## src/rbt_pkg.sv

```systemverilog
// Shared constants, codes and reset values for the reconnect backoff timer.
package rbt_pkg;

	localparam int MIN_BACKOFF_W  = 16;
	localparam int BACKOFF_W      = 24;
	localparam int ATTEMPT_W      = 8;
	localparam int ACTION_W       = 3;
	localparam int CFG_INDEX_W    = 2;
	localparam int CFG_DATA_W     = 24;
	localparam int S_TDATA_W      = 8;
	localparam int S_TUSER_W      = 8;
	localparam int M_FIELDS_W     = 3 + ATTEMPT_W + BACKOFF_W;
	localparam int M_TDATA_W      = ((M_FIELDS_W + 7) / 8) * 8;

	localparam int MAX_SHIFT_DEF  = 5;
	localparam int TIME_WIDTH_DEF = 24;

	localparam logic [MIN_BACKOFF_W-1:0] MIN_BACKOFF_RST  = 16'd1000;
	localparam logic [BACKOFF_W-1:0]     MAX_BACKOFF_RST  = 24'd30000;
	localparam logic [ATTEMPT_W-1:0]     MAX_ATTEMPTS_RST = 8'd10;

	typedef enum logic [ACTION_W-1:0] {
		ACT_TICK     = 3'd0,
		ACT_SCHEDULE = 3'd1,
		ACT_CANCEL   = 3'd2,
		ACT_RESET    = 3'd3,
		ACT_REACH    = 3'd4
	} action_t;

	typedef enum logic [CFG_INDEX_W-1:0] {
		REG_MIN_BACKOFF  = 2'd0,
		REG_MAX_BACKOFF  = 2'd1,
		REG_MAX_ATTEMPTS = 2'd2
	} cfg_reg_t;

endpackage

```

## src/rbt_backoff.sv

```systemverilog
// Capped exponential backoff: min_backoff shifted by the attempt count, then clamped.
module rbt_backoff #(
	parameter int MAX_SHIFT  = rbt_pkg::MAX_SHIFT_DEF,
	parameter int TIME_WIDTH = rbt_pkg::TIME_WIDTH_DEF
) (
	input  logic [rbt_pkg::ATTEMPT_W-1:0]     attempts,
	input  logic [rbt_pkg::MIN_BACKOFF_W-1:0] min_backoff,
	input  logic [rbt_pkg::BACKOFF_W-1:0]     max_backoff,
	output logic [rbt_pkg::BACKOFF_W-1:0]     backoff
);
	import rbt_pkg::*;

	localparam int SH_W  = $clog2(MAX_SHIFT + 1);
	localparam int SHV_W = MIN_BACKOFF_W + MAX_SHIFT;
	localparam int CMP_W = (SHV_W > BACKOFF_W) ? SHV_W : BACKOFF_W;
	localparam logic [CMP_W-1:0] TIME_LIM = (TIME_WIDTH >= CMP_W) ? {CMP_W{1'b1}} :
		CMP_W'((64'd1 << TIME_WIDTH) - 64'd1);

	logic [SH_W-1:0]  shift;
	logic [CMP_W-1:0] grown;
	logic [CMP_W-1:0] capped;
	logic [CMP_W-1:0] limited;

	always_comb begin
		if (attempts < ATTEMPT_W'(MAX_SHIFT))
			shift = SH_W'(attempts);
		else
			shift = SH_W'(MAX_SHIFT);
		grown  = CMP_W'(min_backoff) << shift;
		capped = (grown > CMP_W'(max_backoff)) ? CMP_W'(max_backoff) : grown;
		limited = (capped > TIME_LIM) ? TIME_LIM : capped;
		backoff = limited[BACKOFF_W-1:0];
	end

endmodule

```

## src/reconnect_backoff_timer_top.sv

```systemverilog
// Top level of the reconnect backoff timer with stream ports and a register write port.
// Each transfer on the input stream carries one event (tick, schedule, cancel, reset
// attempts, reachability change) in s_tuser and the online level in s_tdata, and yields
// exactly one result transfer on the output stream. The timer state updates at the
// accepting edge and the result is held in one output register, valid in the cycle after
// acceptance, so the block takes one transfer per cycle as long as the output side
// keeps up. The backoff is min_backoff_ms shifted left by the attempt count (at most
// MAX_SHIFT), capped by max_backoff_ms and by the TIME_WIDTH range. The user must write
// the registers only while no transfer is in flight; the block does not enforce this.
module reconnect_backoff_timer_top #(
	parameter int MAX_SHIFT  = rbt_pkg::MAX_SHIFT_DEF,
	parameter int TIME_WIDTH = rbt_pkg::TIME_WIDTH_DEF
) (
	input  logic                             clk,
	input  logic                             arst_n,
	input  logic                             cfg_wen,
	input  logic [rbt_pkg::CFG_INDEX_W-1:0]  cfg_index,
	input  logic [rbt_pkg::CFG_DATA_W-1:0]   cfg_data,
	input  logic                             s_tvalid,
	output logic                             s_tready,
	// Bit 0 online, the rest zero.
	input  logic [rbt_pkg::S_TDATA_W-1:0]    s_tdata,
	// Bits 2:0 action, the rest zero.
	input  logic [rbt_pkg::S_TUSER_W-1:0]    s_tuser,
	output logic                             m_tvalid,
	input  logic                             m_tready,
	// Bit 0 reconnect_request, 1 gave_up, 2 pending, 10:3 attempts_done,
	// 34:11 current_backoff_ms, the rest zero.
	output logic [rbt_pkg::M_TDATA_W-1:0]    m_tdata
);
	import rbt_pkg::*;

	localparam int CNT_W = (TIME_WIDTH < BACKOFF_W) ? TIME_WIDTH : BACKOFF_W;

	logic [MIN_BACKOFF_W-1:0] min_backoff_q;
	logic [BACKOFF_W-1:0]     max_backoff_q;
	logic [ATTEMPT_W-1:0]     max_attempts_q;

	logic [ATTEMPT_W-1:0] attempt_q, attempt_d;
	logic [BACKOFF_W-1:0] backoff_q, backoff_d;
	logic [CNT_W-1:0]     count_q, count_d;
	logic                 active_q, active_d;
	logic                 waiting_q, waiting_d;

	logic                 fire, gave_up;
	logic                 s_fire;
	logic                 online;
	action_t              action;
	logic [BACKOFF_W-1:0] next_backoff;
	logic                 m_tvalid_q;
	logic [M_TDATA_W-1:0] m_tdata_q;

	assign online   = s_tdata[0];
	assign action   = action_t'(s_tuser[ACTION_W-1:0]);
	assign s_tready = !m_tvalid_q || m_tready;
	assign s_fire   = s_tvalid && s_tready;
	assign m_tvalid = m_tvalid_q;
	assign m_tdata  = m_tdata_q;

	rbt_backoff #(
		.MAX_SHIFT  (MAX_SHIFT),
		.TIME_WIDTH (TIME_WIDTH)
	) u_backoff (
		.attempts    (attempt_q),
		.min_backoff (min_backoff_q),
		.max_backoff (max_backoff_q),
		.backoff     (next_backoff)
	);

	always_comb begin
		attempt_d = attempt_q;
		backoff_d = backoff_q;
		count_d   = count_q;
		active_d  = active_q;
		waiting_d = waiting_q;
		fire      = 1'b0;
		gave_up   = 1'b0;
		case (action)
			ACT_TICK: begin
				if (active_q) begin
					if (count_q <= CNT_W'(1)) begin
						count_d  = '0;
						active_d = 1'b0;
						fire     = 1'b1;
					end else begin
						count_d = count_q - CNT_W'(1);
					end
				end
			end
			ACT_SCHEDULE: begin
				if (attempt_q >= max_attempts_q) begin
					gave_up = 1'b1;
				end else begin
					backoff_d = next_backoff;
					if (attempt_q != {ATTEMPT_W{1'b1}})
						attempt_d = attempt_q + ATTEMPT_W'(1);
					if (!online) begin
						waiting_d = 1'b1;
						active_d  = 1'b0;
						count_d   = '0;
					end else begin
						waiting_d = 1'b0;
						active_d  = 1'b1;
						count_d   = next_backoff[CNT_W-1:0];
					end
				end
			end
			ACT_CANCEL: begin
				active_d  = 1'b0;
				count_d   = '0;
				waiting_d = 1'b0;
				backoff_d = '0;
			end
			ACT_RESET: begin
				attempt_d = '0;
			end
			ACT_REACH: begin
				if (waiting_q && online) begin
					waiting_d = 1'b0;
					active_d  = 1'b1;
					count_d   = backoff_q[CNT_W-1:0];
				end
			end
			default: begin
			end
		endcase
	end

	always_ff @(posedge clk or negedge arst_n) begin
		if (!arst_n) begin
			min_backoff_q  <= MIN_BACKOFF_RST;
			max_backoff_q  <= MAX_BACKOFF_RST;
			max_attempts_q <= MAX_ATTEMPTS_RST;
		end else if (cfg_wen) begin
			case (cfg_index)
				REG_MIN_BACKOFF:  min_backoff_q  <= cfg_data[MIN_BACKOFF_W-1:0];
				REG_MAX_BACKOFF:  max_backoff_q  <= cfg_data[BACKOFF_W-1:0];
				REG_MAX_ATTEMPTS: max_attempts_q <= cfg_data[ATTEMPT_W-1:0];
				default: begin
				end
			endcase
		end
	end

	always_ff @(posedge clk or negedge arst_n) begin
		if (!arst_n) begin
			attempt_q  <= '0;
			backoff_q  <= '0;
			count_q    <= '0;
			active_q   <= 1'b0;
			waiting_q  <= 1'b0;
			m_tvalid_q <= 1'b0;
		end else begin
			if (s_fire) begin
				attempt_q  <= attempt_d;
				backoff_q  <= backoff_d;
				count_q    <= count_d;
				active_q   <= active_d;
				waiting_q  <= waiting_d;
				m_tvalid_q <= 1'b1;
			end else if (m_tready) begin
				m_tvalid_q <= 1'b0;
			end
		end
	end

	always_ff @(posedge clk) begin
		if (s_fire)
			m_tdata_q <= M_TDATA_W'({backoff_d, attempt_d, active_d || waiting_d, gave_up, fire});
	end

`ifndef SYNTHESIS
	a_not_armed_and_waiting: assert property (@(posedge clk) disable iff (!arst_n)
		!(active_q && waiting_q))
		else $error("timer armed while waiting for the network");

	a_idle_count_zero: assert property (@(posedge clk) disable iff (!arst_n)
		!active_q |-> (count_q == '0))
		else $error("countdown nonzero while the timer is stopped");

	a_cancel_clears: assert property (@(posedge clk) disable iff (!arst_n)
		(s_fire && action == ACT_CANCEL) |=> (!active_q && !waiting_q && backoff_q == '0))
		else $error("cancel did not clear the timer");

	a_result_follows: assert property (@(posedge clk) disable iff (!arst_n)
		s_fire |=> m_tvalid)
		else $error("accepted transfer produced no result");

	a_fire_excludes_giveup: assert property (@(posedge clk) disable iff (!arst_n)
		m_tvalid |-> !(m_tdata[0] && m_tdata[1]))
		else $error("reconnect request and give-up in one result");
`endif

endmodule

```

## config.mk

```make
export PLATFORM = sky130hd
export DESIGN_NAME = reconnect_backoff_timer_top
export DESIGN_NICKNAME = d
export VERILOG_FILES = /design/src/rbt_pkg.sv /design/src/rbt_backoff.sv /design/src/reconnect_backoff_timer_top.sv
export SDC_FILE = /design/constraint.sdc
export NUM_CORES = 1
export LEC_CHECK = 0
export CAP_MARGIN = 10
export CORE_MARGIN = 5
export CORE_UTILIZATION = 65
export CTS_BUF_LIST = sky130_fd_sc_hd__clkbuf_4 sky130_fd_sc_hd__clkbuf_8
export CTS_CLUSTER_SIZE = 16
export DETAILED_ROUTE_END_ITERATION = 7
export DONT_BUFFER_PORTS = 1
export PLACE_DENSITY = 0.81
export SYNTH_ARGS = -nofsm -noshare
export SYNTH_HDL_FRONTEND = slang
export SYNTH_SLANG_ARGS = --single-unit
```

## constraint.sdc

```tcl
create_clock -name clk -period 5.7 [get_ports clk]
set_input_delay 0.855 -clock clk [delete_from_list [all_inputs] [get_ports clk]]
set_output_delay 0.855 -clock clk [all_outputs]
set_load 0.02 [all_outputs]
```

# Word-level counts from Yosys, hierarchy flattened
# Index checks and enable logic that the tools add are counted.
[op_classes]
n_addsub = 2
n_eq_ne = 10
shift = 1
mux = 28
reduce_logical = 14
n_lt_le_gt_ge = 5
[ops]
columns = ["cell", "count"]
rows = [
  ["$mux 24", 8],
  ["$pmux 24 s4", 1],
  ["$pmux 24 s2", 1],
  ["$gt 24x24->1", 1],
  ["$gt 24x24->1 const B", 1],
  ["$le 24x1->1 const B", 1],
  ["$shl 16x3->24", 1],
  ["$sub 24x1->24 const B", 1],
  ["$mux 8", 2],
  ["$pmux 8 s2", 1],
  ["$mux 1", 12],
  ["$add 8x1->8 const B", 1],
  ["$ge 8x8->1", 1],
  ["$lt 8x3->1 const B", 1],
  ["$ne 8x8->1 const B", 1],
  ["$reduce_and 2->1", 4],
  ["$eq 3x2->1 const B", 2],
  ["$ne 2x2->1 const B", 3],
  ["$reduce_and 5->1", 1],
  ["$pmux 1 s4", 1],
  ["$reduce_bool 4->1", 1],
  ["$eq 3x1->1 const B", 1],
  ["$eq 3x3->1 const B", 1],
  ["$logic_not 3->1", 1],
  ["9 further kinds", 11],
]
[word_totals]
inputBits = 47
regBits = 142
out_inout_bits = 42
elab_cells = 72

# Logic depth before layout (Yosys ltp)
# Gate-level depths: netlist of run 1.
[depth]
ltp_word = 10
mapped_depth = 20
depth_no_buf = 16

# By module
# From an unflattened synthesis of run 1, not the netlist that was laid out.
[hier_totals]
cells_unflattened = 817
hier_area_um2 = 8690.8
[by_module_without_submodules]
columns = ["module", "area_per_inst_um2", "seq_area_each_um2", "n_inst", "cells_each"]
rows = [
  ["reconnect_backoff_timer_top", 7108.1, 3747.3, 1, 602],
  ["rbt_backoff", 1582.8, 0.0, 1, 215],
]

# Worst setup path after synthesis of run 1
# OpenSTA, ideal clock, no wires.
[synth_timing]
path_kind = "register -> register"
startpoint = "reg attempt_q[4]"
endpoint = "reg m_tdata_q[11], in the netlist m_tdata[11] (data pin)"
path_buffers = 6
period_less_slack_ps = 4473
t_arrival_ps = 4205
setup_ps = 268
path_stages_with_launch = 20
path_slack_ps = 1227
required_time_ps = 5432
path_cell_list = "dfrtp_1 buf_6 or3_4 or4_4 buf_6 buf_8 mux2i_4 mux2i_1 a211o_1 ha_1 a21o_1 nand3_1 a211oi_1 or4_1 clkbuf_1 o21ai_2 buf_4 buf_4 mux2i_1 o21ai_0"
[synth_via]
elab_chain_len = 9
elab_cells_between_ends = 10
cone_classes = "4 x order compare; 1 x shift; 5 x mux"
[synth_lines]
columns = ["item", "line", "source"]
rows = [
  ["from (decl)", "reconnect_backoff_timer_top.sv:39", "logic [ATTEMPT_W-1:0] attempt_q, attempt_d;"],
  ["from (signal assigned)", "reconnect_backoff_timer_top.sv:155", "attempt_q <= attempt_d;"],
  ["$lt 8x3->1", "rbt_backoff.sv:25", "if (attempts < ATTEMPT_W'(MAX_SHIFT))"],
  ["$mux 3", "rbt_backoff.sv:25", ""],
  ["$shl 16x3->24", "rbt_backoff.sv:29", "grown = CMP_W'(min_backoff) << shift;"],
  ["$gt 24x24->1", "rbt_backoff.sv:30", "capped = (grown > CMP_W'(max_backoff)) ? CMP_W'(max_backoff) : grown;"],
  ["$mux 24", "rbt_backoff.sv:30", ""],
  ["$gt 24x24->1", "rbt_backoff.sv:31", "limited = (capped > TIME_LIM) ? TIME_LIM : capped;"],
  ["$mux 24", "rbt_backoff.sv:31", ""],
  ["$mux 24 *", "reconnect_backoff_timer_top.sv:91", "if (attempt_q >= max_attempts_q) begin"],
  ["$pmux 24 s2 *", "reconnect_backoff_timer_top.sv:78", "case (action)"],
  ["named net backoff_d[0]", "reconnect_backoff_timer_top.sv:40", "logic [BACKOFF_W-1:0] backoff_q, backoff_d;"],
  ["to (signal assigned)", "reconnect_backoff_timer_top.sv:169", "m_tdata_q <= M_TDATA_W'({backoff_d, attempt_d, active_d || waiting_d, gave_up, fire});"],
  ["to (decl)", "reconnect_backoff_timer_top.sv:51", "logic [M_TDATA_W-1:0] m_tdata_q;"],
]
# The timed path passes the listed nets; every way through them passes the cells marked *.
# A chain may end at the register's enable or synchronous reset.

# Worst setup path in the final report of run 1
[layout_timing]
startpoint = "reg attempt_q[4]"
endpoint = "reg m_tdata_q[14], in the netlist m_tdata[14] (data pin)"
# Same word-level chain as after synthesis.

==> impl_results.md, run 1 <==
* Clk buf depth at 2
* CTS Sinks at 142
* Final non-filler cell total at 1,023
* DP Wirelength at 15,200 µm
* CP startpoint: attempt_q[4]
* Area leader, netlist: dfrtp_1
* Dpl cell area at 8730 µm²
* Register area share after synthesis at 0.431
* Cells after synthesis at about 860
* Post-route ant nets at 0
* Die W at 126 µm
* Synth warn at 0
* Total wire length at 21,500 µm
* Switching Fraction at 0.358
* Post-DR wirelength/cell at 21.0 µm
* Maximum VDD drop at roughly 0.00024 V
* GPL Wtd Cong at ~0.95
* Crit-path max cell delay at 0.83 ns
* Commonest cells in the netlist: dfrtp_1 (92), mux2_2 (61), nor2_1 (61)
* CTS tree: done
* Final Hold Viols at 0
* Clock slew at reported path FFs at 0.08 ns
* Die Area at 15,800 µm²
* Reg-to-reg critical path startpoint: attempt_q[4]
* Post-CTS Hold Buffers at 0
* Num CTS Buffers at 17
* Setup TNS at 0 ns
* Most frequent CP cell: mux2_2
* Max Clock Freq at 186 MHz
* Starting Density at 0.660
* Critical-path top delay cell: and3_1
* Max Cap Violations at 0
* Hold_ws at a little over 0.08 ns
* Top-count cell post-synth: dfrtp_1
* Setup repair bufs after CTS at 0
* 1st-iter DRT viols at 806
* WP data required at 5.92 ns
* Main area contributors after synthesis: dfrtp_1 (26%), edfxtp_1 (12%), mux2_2 (7.9%), mux2i_1 (5.8%), ha_1 (5.0%)
* Average size of a mapped cell at 10.2 µm²
* Clk network pwr share at 0.251
* Boundary pin count at 89
* RSZ-0062 raised after global routing: false
* Crit path DAT at 5.59 ns
* Buf/Inv on CP at 1
* N_diodes at 0
* Nets at ~920
* CP endpoint kind: flop
* Share of the synthesized area in the top cell type at 0.265
* # setup viols final at 0
* Critical path, cell by cell: nor4b_1, and3_1, mux2i_1, mux2_2, o21ai_0, ha_1, nand3_1, a2111oi_0, or4_1, o21ai_2, buf_4, mux2_2, a22o_1
* Primary FF master, synth: dfrtp_1
* Clock insertion delay at the later pin of the skew report at 0.47 ns
* Die Y at 126 µm
* P_int at about 2300 µW
* Grt total ovfl at 0
* DRC at 0
* Rows at 42
* Initial DRT Pass Iterations at 7
* Seq cells post-synth at ~140
* H-Tree Level Count at 4
* Slew headroom at 0.189
* Initial antenna violation count at 0
* Cell family contributing the most delay on the critical path: simple AND/OR/NAND/NOR gates
* Startpoint Class: flop
* Hold Crit Class: input port to asynchronous set/reset pin
* Layout cells sized above 1 at 0.161
* Via Count at 6,795
* Area delta synth->final at 5.61%
* Ys async rst share at 0.754
* IO Port Bufs at 0
* Crit-path max FO at 22
* Fin crit share at 0.943
* Post-route cell area at roughly 9000 µm²
* Fill cell count at 980
* Cell Pwr Density at 393 nW/µm²
* Static leakage at around 0.0038 µW
* Synth unique cells at 73
* Total GRT Usage at 0.277
* Vias in the first global route at 6,770
* Slew Viols, Final at 0
* Logic gate share of total power at 0.303
* Number of flops mapped to enable cells by yosys at 35
* Worst slew pin tran at 1.21 ns
* Outcome: finished clean
* Core Box Area at 13,200 µm²
* Vias/cell at 6.64
* Final Critical Period at approximately 5.4 ns
* Wire length of the first global-routing pass at 35,300 µm
* Cell count after placement at 990
* Largest net degree at the start of global routing at approximately 110
* Synthesized area at approximately 8700 µm²
* CTS root buf: clkbuf_8
* NetSw at 1290 µW
* Flop pwr share at 0.446
* Setup CP Type: flop to flop
* Clock skew at roughly 0.016 ns
* Post-CTS Resized at 0
## cell type report
type / instances / area (µm²) / share of cell area
sequential: 142 / 3750 / 0.408
clock inverter: 10 / 163 / 0.0177
inverter: 42 / 158 / 0.0172
tap: 176 / 220 / 0.0240
multi-input combinational: 620 / 4530 / 0.493
timing repair buffer: 11 / 86.3 / 0.00940
clock buffer: 22 / 284 / 0.0309
## state kept, by name, summed over array words and instances (netlist names)
name and flops:
min_backoff_q 16, max_attempts_q 8, max_backoff_q 24, attempt_q 8, waiting_q 1, count_q 24
m_tdata 35, backoff_q 24, m_tvalid 1, active_q 1
## through the flow
stage / total power [µW] / worst slack, ns / util
2_1_floorplan: 2410 / 1.23 / -
5_1_grt: 3820 / 0.0335 / 0.697
6_report: 3620 / 0.326 / 0.697
4_1_cts: 3600 / 0.367 / 0.696
3_5_place_dp: 2690 / 0.409 / 0.662
3_3_place_gp: 2630 / 0.623 / 0.662
## layer usage
layer / global-route usage / vias to the layer above / share of wire
li1: - / 3134 / -
met1: 0.378 / 3322 / 0.42
met2: 0.433 / 288 / 0.47
met3: 0.0648 / 51 / 0.075
met4: 0.104 / 0 / 0.031
met5: 0 / - / 0
## final timing paths
kind | endpoint | slack, ns | cells after the start
worst max-delay path | m_tdata[14] | 0.33 | 13
worst min-delay path | active_q | 0.08 | 0
worst max register to register | m_tdata[14] | 0.33 | 13
worst min register to register | max_attempts_q[6] | 0.51 | 1
max in group asynchronous | max_backoff_q[13] | 5.32 | 0
min in group clk | m_tvalid | 0.50 | 1
## worst reg2reg max path, delay by kind of cell, from the launching register on
kind | cells | cell delay (ns)
mux | 3 | 0.99
flops | 1 | 0.51
compound gates | 4 | 0.91
buf+inv | 1 | 0.34
fa+ha+maj | 1 | 0.34
simple gates | 4 | 2.04
## cells by family after synthesis
kind of cell	count (synthesis)	synth area share
buf+inv	99	0.0519
xor+xnor	14	0.0141
flops	142	0.431
mux	113	0.142
fa+ha+maj	35	0.0503
other cells	1	0.000431
simple gates	251	0.146
compound gates	202	0.165
## cell usage in the layout (no fill, tap or decap), types with 4 or more instances in the layout
master / Yosys / routed
dfrtp_1: 92 / 92
nor2_1: 61 / 61
mux2_2: 61 / 61
mux2i_1: 50 / 50
nand2_1: 48 / 48
nand3_1: 41 / 41
inv_1: 42 / 41
a21oi_1: 35 / 35
ha_1: 35 / 35
edfxtp_1: 35 / 35
o21ai_0: 29 / 29
nor3_1: 23 / 23
clkbuf_8: 0 / 19
a22o_1: 17 / 17
o2bb2ai_1: 17 / 17
a31oi_1: 16 / 16
a211oi_1: 15 / 15
dfstp_2: 15 / 15
nand2b_1: 11 / 11
nor4_1: 10 / 10
nand4_1: 10 / 10
o211ai_1: 10 / 10
xnor2_1: 10 / 10
buf_4: 8 / 10
a21o_1: 9 / 9
and3_1: 6 / 6
and2_1: 6 / 6
or3_1: 6 / 6
nor2b_1: 5 / 5
o21ai_1: 5 / 5
o221ai_1: 5 / 5
conb_1: 1 / 5
o22ai_1: 4 / 4
xor2_1: 4 / 4
o21a_1: 4 / 4
nand3b_1: 4 / 4
nor3b_1: 6 / 4
bufinv_16: 0 / 4
## power groups by stage
stage / Combinational (µW) / Clock, µW / Sequential, µW
after global routing: 1210 / 965 / 1640
final: 1100 / 906 / 1610
after CTS: 1080 / 916 / 1610
after global placement: 1020 / 0 / 1610
after floorplan: 867 / 0 / 1540
after detailed placement: 1070 / 0 / 1620
Note: power is estimated with default switching activity, not from simulation.
==> run 2: changes to the inputs <==
--- a/config.mk
+++ b/config.mk
@@ -7,12 +7,12 @@
 export LEC_CHECK = 0
 export CAP_MARGIN = 10
 export CORE_MARGIN = 5
-export CORE_UTILIZATION = 65
+export CORE_UTILIZATION = 43
 export CTS_BUF_LIST = sky130_fd_sc_hd__clkbuf_4 sky130_fd_sc_hd__clkbuf_8
 export CTS_CLUSTER_SIZE = 16
 export DETAILED_ROUTE_END_ITERATION = 7
 export DONT_BUFFER_PORTS = 1
-export PLACE_DENSITY = 0.81
+export PLACE_DENSITY = 0.6
 export SYNTH_ARGS = -nofsm -noshare
 export SYNTH_HDL_FRONTEND = slang
 export SYNTH_SLANG_ARGS = --single-unit
==> run 2 against run 1 <==
  * Design area increased by 0.93%
  * First-iteration DRC count down 35%
  * Flip-flop and latch count stayed put
  * Clock power fell by 5.3%
  * Total power decreased by 1.9%
  * Register-to-register slack improved by 0.32 ns
  * Fmax rose by 6.3%
  * Die area is 47% higher
  * Clock skew down 0.0022 ns
  * Count of clock-buffer cells in the layout shrank 5
  * Sequential share of layout area is 0.37 points lower
  * Critical path type unchanged
  * Largest cell class unchanged
  * Largest power group unchanged
==> impl_results.md, run 2 (synthesis results as in run 1) <==
* Max Used Layer: met4 (unchanged)
* Via Count at 6,565 (was 6,795)
* Post-route cell area at 9270 µm² (was 9190 µm²)
* # setup viols final at 0 (unchanged)
* Post-route ant nets at 0 (unchanged)
* Total wire length at 22,000 µm (was 21,500 µm)
* H-Tree Level Count at 4 (unchanged)
* Nets at 918 (was 916)
* DP Wirelength at 15,700 µm (was 15,200 µm)
* Total GRT Usage at 0.191 (was 0.277)
* DRC at 0 (unchanged)
* Boundary pin count at 89 (unchanged)
* DRT met1 WL at 10,400 µm (was 9140 µm)
* Setup TNS at 0 ns (unchanged)
* Cell Pwr Density at 383 nW/µm² (was 393 nW/µm²)
* Cell count after placement at 1,087 (was 990)
* Static leakage at 0.00384 µW (was 0.00385 µW)
* Max Clock Freq at 198 MHz (was 186 MHz)
* Num CTS Buffers at 17 (unchanged)
* Most frequent cells in the layout: dfrtp_1 (92), nor2_1 (61), mux2_2 (61) (unchanged)
* WP data required at 5.89 ns (was 5.92 ns)
* Layout cells sized above 1 at 0.163 (was 0.161)
* Met3 WL post-DR at 1260 µm (was 1620 µm)
* Vias in the first global route at 6,413 (was 6,770)
* CP endpoint kind: flop (unchanged)
* Die W at 152 µm (was 126 µm)
* Maximum VDD drop at 0.000180 V (was 0.000241 V)
* Hold Crit Class: input port to asynchronous set/reset pin (unchanged)
* Vias/cell at 5.87 (was 6.64)
* Post-CTS Hold Buffers at 0 (unchanged)
* Clk buf depth at 2 (unchanged)
* Max reg flops at 35 (unchanged)
* Grt total ovfl at 0 (unchanged)
* FF-to-FF setup slack at 0.65 ns (was 0.33 ns)
* Crit-path max FO at 20 (was 22)
* Final Critical Period at 5.05 ns (was 5.37 ns)
* Initial DRT Pass Iterations at 5 (was 7)
* Post-DR wirelength/cell at 19.7 µm (was 21.0 µm)
* Fin crit share at 0.887 (was 0.943)
* CTS root buf: clkbuf_8 (unchanged)
* 1st-iter DRT viols at 522 (was 806)
* Setup repair bufs after CTS at 0 (unchanged)
* Clock skew at 0.0142 ns (was 0.0164 ns)
* Setup CP Type: flop to flop (unchanged)
* Largest net degree at the start of global routing at 108 (unchanged)
* Worst slack, placed at 0.459 ns (was 0.409 ns)
* Slew headroom at 0.323 (was 0.189)
* Hold_ws at 0.0840 ns (was 0.0806 ns)
* Die Area at 23,200 µm² (was 15,800 µm²)
* Final non-filler cell total at 1,119 (was 1,023)
* Rows at 52 (was 42)
* CTS Sinks at 142 (unchanged)
* CP startpoint: attempt_q[1] (was attempt_q[4])
* Startpoint Class: flop (unchanged)
* Final worst setup slack at 0.647 ns (was 0.326 ns)
* RSZ-0062 raised after global routing: false (unchanged)
* Clock insertion delay at the later pin of the skew report at 0.46 ns (was 0.47 ns)
* Max Cap Violations at 0 (unchanged)
* Commonest non-fill, non-tap cell in the layout: dfrtp_1 (unchanged)
* DR WL met2 at 9980 µm (was 10,100 µm)
* Worst slew pin tran at 1.02 ns (was 1.21 ns)
* Dpl cell area at 8870 µm² (was 8730 µm²)
* CTS tree: done (unchanged)
* Reg-to-reg critical path startpoint: attempt_q[1] (was attempt_q[4])
* Outcome: finished clean (unchanged)
* Initial antenna violation count at 0 (unchanged)
* GPL Wtd Cong at 0.895 (was 0.954)
* Final Hold Viols at 0 (unchanged)
* Core Box Area at 20,100 µm² (was 13,200 µm²)
* Starting Density at 0.433 (was 0.660)
* Slew Viols, Final at 0 (unchanged)
* N_diodes at 0 (unchanged)
* Clock slew at reported path FFs at 0.09 ns (was 0.08 ns)
* Wire length of the first global-routing pass at 35,900 µm (was 35,300 µm)
* IO Port Bufs at 0 (unchanged)
* Die Y at 152 µm (was 126 µm)
* Area delta synth->final at 6.59% (was 5.61%)
* Crit path DAT at 5.24 ns (was 5.59 ns)
==> run 2: changes by cell type in the layout (fill, tap and decap cells not counted), sizes merged <==
cell,delta
clkbuf,-5
clkinv,+3
inv,+3
buf,+2
bufinv,-1
==> run 2: layer usage <==
metal  vias up  global-route usage
met4         0              0.0488
met2       183               0.290
met3        25              0.0469
met5         -                   0
met1      3217               0.275
li1       3140                   -
==> run 2: worst paths after layout <==
path | endpoint | cells past startpoint
setup / recovery | m_tdata[27] | 14
hold / removal | max_backoff_q[7] | 0
setup reg to reg | m_tdata[27] | 14
hold reg to reg | max_attempts_q[4] | 1
max in group asynchronous | max_attempts_q[3] | 0
min in group clk | m_tvalid | 1
==> run 2: repair_timing <==
action,in CTS,in global routing
endpoints found under the hold margin,0,0
setup endpoints to repair,0,1
gates resized for setup,0,1
==> run 2: metrics by stage <==
stage          total power [µW]  utilization
3_3_place_gp               2670        0.441
4_1_cts                    3560        0.461
6_report                   3550        0.461
5_1_grt                    3780        0.461
2_1_floorplan              2410            -
3_5_place_dp               2690        0.441
==> run 2: power by group <==
group	switching, µW	total (µW)	internal, µW	leakage [µW]
clock network	427	858	431	0.000201
logic	591	1080	487	0.00199
registers	295	1610	1320	0.00164
total	1310	3550	2230	0.00384
==> run 2: area by class of cell <==
cell class              instances  area, µm²
repair buffers                 13       97.6
flip-flops and latches        142       3750
clock inverters                15        168
fillers                      1921      10800
multi-input cells             620       4530
inverters                      42        158
clock buffers                  17        234
well taps                     270        338
==> run 2: worst max-delay path, stage by stage (launching register included) <==
cell and delay, ns:
dfrtp_1 0.48, inv_1 0.18, ha_1 0.18, nand2b_1 0.16, nand3_1 0.52, buf_4 0.38
mux2i_1 0.14, a211o_1 0.39, ha_1 0.32, nand4_1 0.13, nor4_1 0.41, o31a_1 0.37
o21a_1 0.66, o31a_1 0.34, o21ai_0 0.11
==> run 3: changes to the inputs <==
--- a/config.mk
+++ b/config.mk
@@ -12,7 +12,7 @@
 export CTS_CLUSTER_SIZE = 16
 export DETAILED_ROUTE_END_ITERATION = 7
 export DONT_BUFFER_PORTS = 1
-export PLACE_DENSITY = 0.6
+export PLACE_DENSITY = 0.61
 export SYNTH_ARGS = -nofsm -noshare
 export SYNTH_HDL_FRONTEND = slang
 export SYNTH_SLANG_ARGS = --single-unit
==> run 3 against run 2 <==
  * Global-route usage fell by 0.15 points
  * Worst hold slack got worse by 0.015 ns
  * Sequential share of layout area barely moved
  * Critical path type unchanged
  * Utilization barely moved
  * Non-clock buffer count rose by 2
  * Setup slack got worse by 0.086 ns
  * Die area did not move
  * Count of clock-buffer cells in the layout rose by 1
  * Critical endpoint is now m_tdata[20]
==> impl_results.md, run 3 (synthesis results as in run 1) <==
* DRC at 0 (unchanged)
* Via Count at 6,462 (was 6,565)
* RSZ-0062 raised after global routing: false (unchanged)
* Setup repair bufs after CTS at 0 (unchanged)
* Num CTS Buffers at 17 (unchanged)
* N_diodes at 0 (unchanged)
* Slew headroom at 0.318 (was 0.323)
* Critical R2R Capture: m_tdata[20] (was m_tdata[27])
* Clock skew at 0.0213 ns (was 0.0142 ns)
* Layout cells sized above 1 at 0.166 (was 0.163)
* CTS root buf: clkbuf_8 (unchanged)
* IO Port Bufs at 0 (unchanged)
* Flop pwr share at 0.457 (was 0.454)
* DP Wirelength at 15,700 µm (about the same)
* Post-route ant nets at 0 (unchanged)
* Maximum VDD drop at 0.000192 V (was 0.000180 V)
* Max Clock Freq at 195 MHz (was 198 MHz)
* Cell Pwr Density at 379 nW/µm² (was 383 nW/µm²)
* Fin crit share at 0.902 (was 0.887)
* NetSw at 1310 µW (about the same)
* Vias/cell at 5.76 (was 5.87)
* Total wire length at 21,800 µm (was 22,000 µm)
* Die Y at 152 µm (unchanged)
* Crit-path max FO at 14 (was 20)
* Cell count after placement at 1,089 (was 1,087)
* Boundary pin count at 89 (unchanged)
* Static leakage at 0.00384 µW (about the same)
* CP endpoint kind: flop (unchanged)
* Slew Viols, Final at 0 (unchanged)
* CTS tree: done (unchanged)
* H-Tree Level Count at 4 (unchanged)
* Hold Crit Class: input port to asynchronous set/reset pin (unchanged)
* 1st-iter DRT viols at 459 (was 522)
* Post-CTS Resized at 0 (unchanged)
* Area delta synth->final at 6.54% (was 6.59%)
* Post-route cell area at 9270 µm² (about the same)
* Post-CTS Hold Buffers at 0 (unchanged)
* # setup viols final at 0 (unchanged)
* GPL Wtd Cong at 0.920 (was 0.895)
* Starting Density at 0.433 (unchanged)
* Startpoint Class: flop (unchanged)
* Vias in the first global route at 6,297 (was 6,413)
* Outcome: finished clean (unchanged)
* Final Critical Period at 5.14 ns (was 5.05 ns)
* Setup TNS at 0 ns (unchanged)
* Wire length of the first global-routing pass at 35,600 µm (was 35,900 µm)
* Clock slew at reported path FFs at 0.10 ns (was 0.09 ns)
* Dpl cell area at 8890 µm² (was 8870 µm²)
* Clock insertion delay at the later pin of the skew report at 0.47 ns (was 0.46 ns)
* Initial DRT Pass Iterations at 8 (was 5)
* Most frequent cells in the layout: dfrtp_1 (92), nor2_1 (61), mux2_2 (61) (unchanged)
* Commonest non-fill, non-tap cell in the layout: dfrtp_1 (unchanged)
* Max reg flops at 35 (unchanged)
* Largest net degree at the start of global routing at 108 (unchanged)
* FF-to-FF setup slack at 0.56 ns (was 0.65 ns)
* Nets at 920 (was 918)
* Grt total ovfl at 0 (unchanged)
* Switching Fraction at 0.373 (was 0.370)
* Reg-to-reg critical path startpoint: attempt_q[1] (unchanged)
* Worst-case reg-to-reg path depth at 16 (was 14)
* Clk buf depth at 2 (unchanged)
* Final core occ at 0.461 (about the same)
* Logic gate share of total power at 0.309 (was 0.304)
* Clk network pwr share at 0.234 (was 0.242)
* Max Cap Violations at 0 (unchanged)
* Worst slew pin tran at 1.01 ns (was 1.02 ns)
* Setup CP Type: flop to flop (unchanged)
* P_int at 2200 µW (was 2230 µW)
* Die Area at 23,200 µm² (unchanged)
* Crit path DAT at 5.32 ns (was 5.24 ns)
* Core Box Area at 20,100 µm² (unchanged)
* Final non-filler cell total at 1,121 (was 1,119)
* CTS Sinks at 142 (unchanged)
* Rows at 52 (unchanged)
* Total GRT Usage at 0.189 (was 0.191)
* Initial antenna violation count at 0 (unchanged)
* WP data required at 5.88 ns (was 5.89 ns)
* Die W at 152 µm (unchanged)
* Post-DR wirelength/cell at 19.4 µm (was 19.7 µm)
* Final Hold Viols at 0 (unchanged)
[run 3: critical path, cell delays in order, from the launching register on]
cell and delay, ns:
dfrtp_1 0.48, inv_1 0.18, ha_1 0.16, nand2b_1 0.15
and3_1 0.66, buf_4 0.28, mux2i_1 0.19, mux2i_1 0.10
mux2_2 0.32, ha_1 0.32, a21oi_1 0.13, a2111oi_0 0.12
or4_1 0.68, o21ai_2 0.23, buf_4 0.24, mux2i_1 0.46
o21ai_0 0.15
[run 3: metrics by stage]
step                total power, µW  hold WS (ns)  worst slack (ns)
detailed placement             2700         0.497             0.614
CTS                            3520        0.0481             0.605
global route                   3740        0.0395             0.270
finish                         3510        0.0688             0.560
floorplan                      2410         0.468              1.23
global placement               2670         0.488             0.689
[run 3: worst max path at each step]
stage                 start     endpoint
3_3_place_gp   attempt_q[6]  m_tdata[20]
3_5_place_dp   attempt_q[1]  m_tdata[20]
5_1_grt        attempt_q[1]  m_tdata[20]
2_1_floorplan  attempt_q[4]  m_tdata[11]
6_report       attempt_q[1]  m_tdata[20]
4_1_cts        attempt_q[1]  m_tdata[20]
[run 3: metal layers]
metal / vias up / part of all wire / wire length [µm] / global-route usage
li1: 3137 / - / - / -
met1: 3140 / 0.48 / 10500 / 0.274
met2: 156 / 0.45 / 9810 / 0.286
met3: 29 / 0.055 / 1200 / 0.0486
met4: 0 / 0.014 / 310 / 0.0449
met5: - / 0 / 0 / 0
[run 3: layout make-up]
| type | count | area, µm² |
|---|---|---|
| Inverter | 42 | 158 |
| Tap cell | 270 | 338 |
| Multi-Input combinational cell | 620 | 4530 |
| Fill cell | 1913 | 10800 |
| Sequential cell | 142 | 3750 |
| Clock buffer | 18 | 241 |
| Clock inverter | 14 | 143 |
| Timing Repair Buffer | 15 | 113 |
[run 3: power groups by stage]
stage                     Sequential (µW)  Clock [µW]  Combinational (µW)
after floorplan                      1540           0                 867
after global placement               1620           0                1060
after detailed placement             1620           0                1080
after CTS                            1600         840                1080
after global routing                 1640         883                1210
final                                1610         820                1080
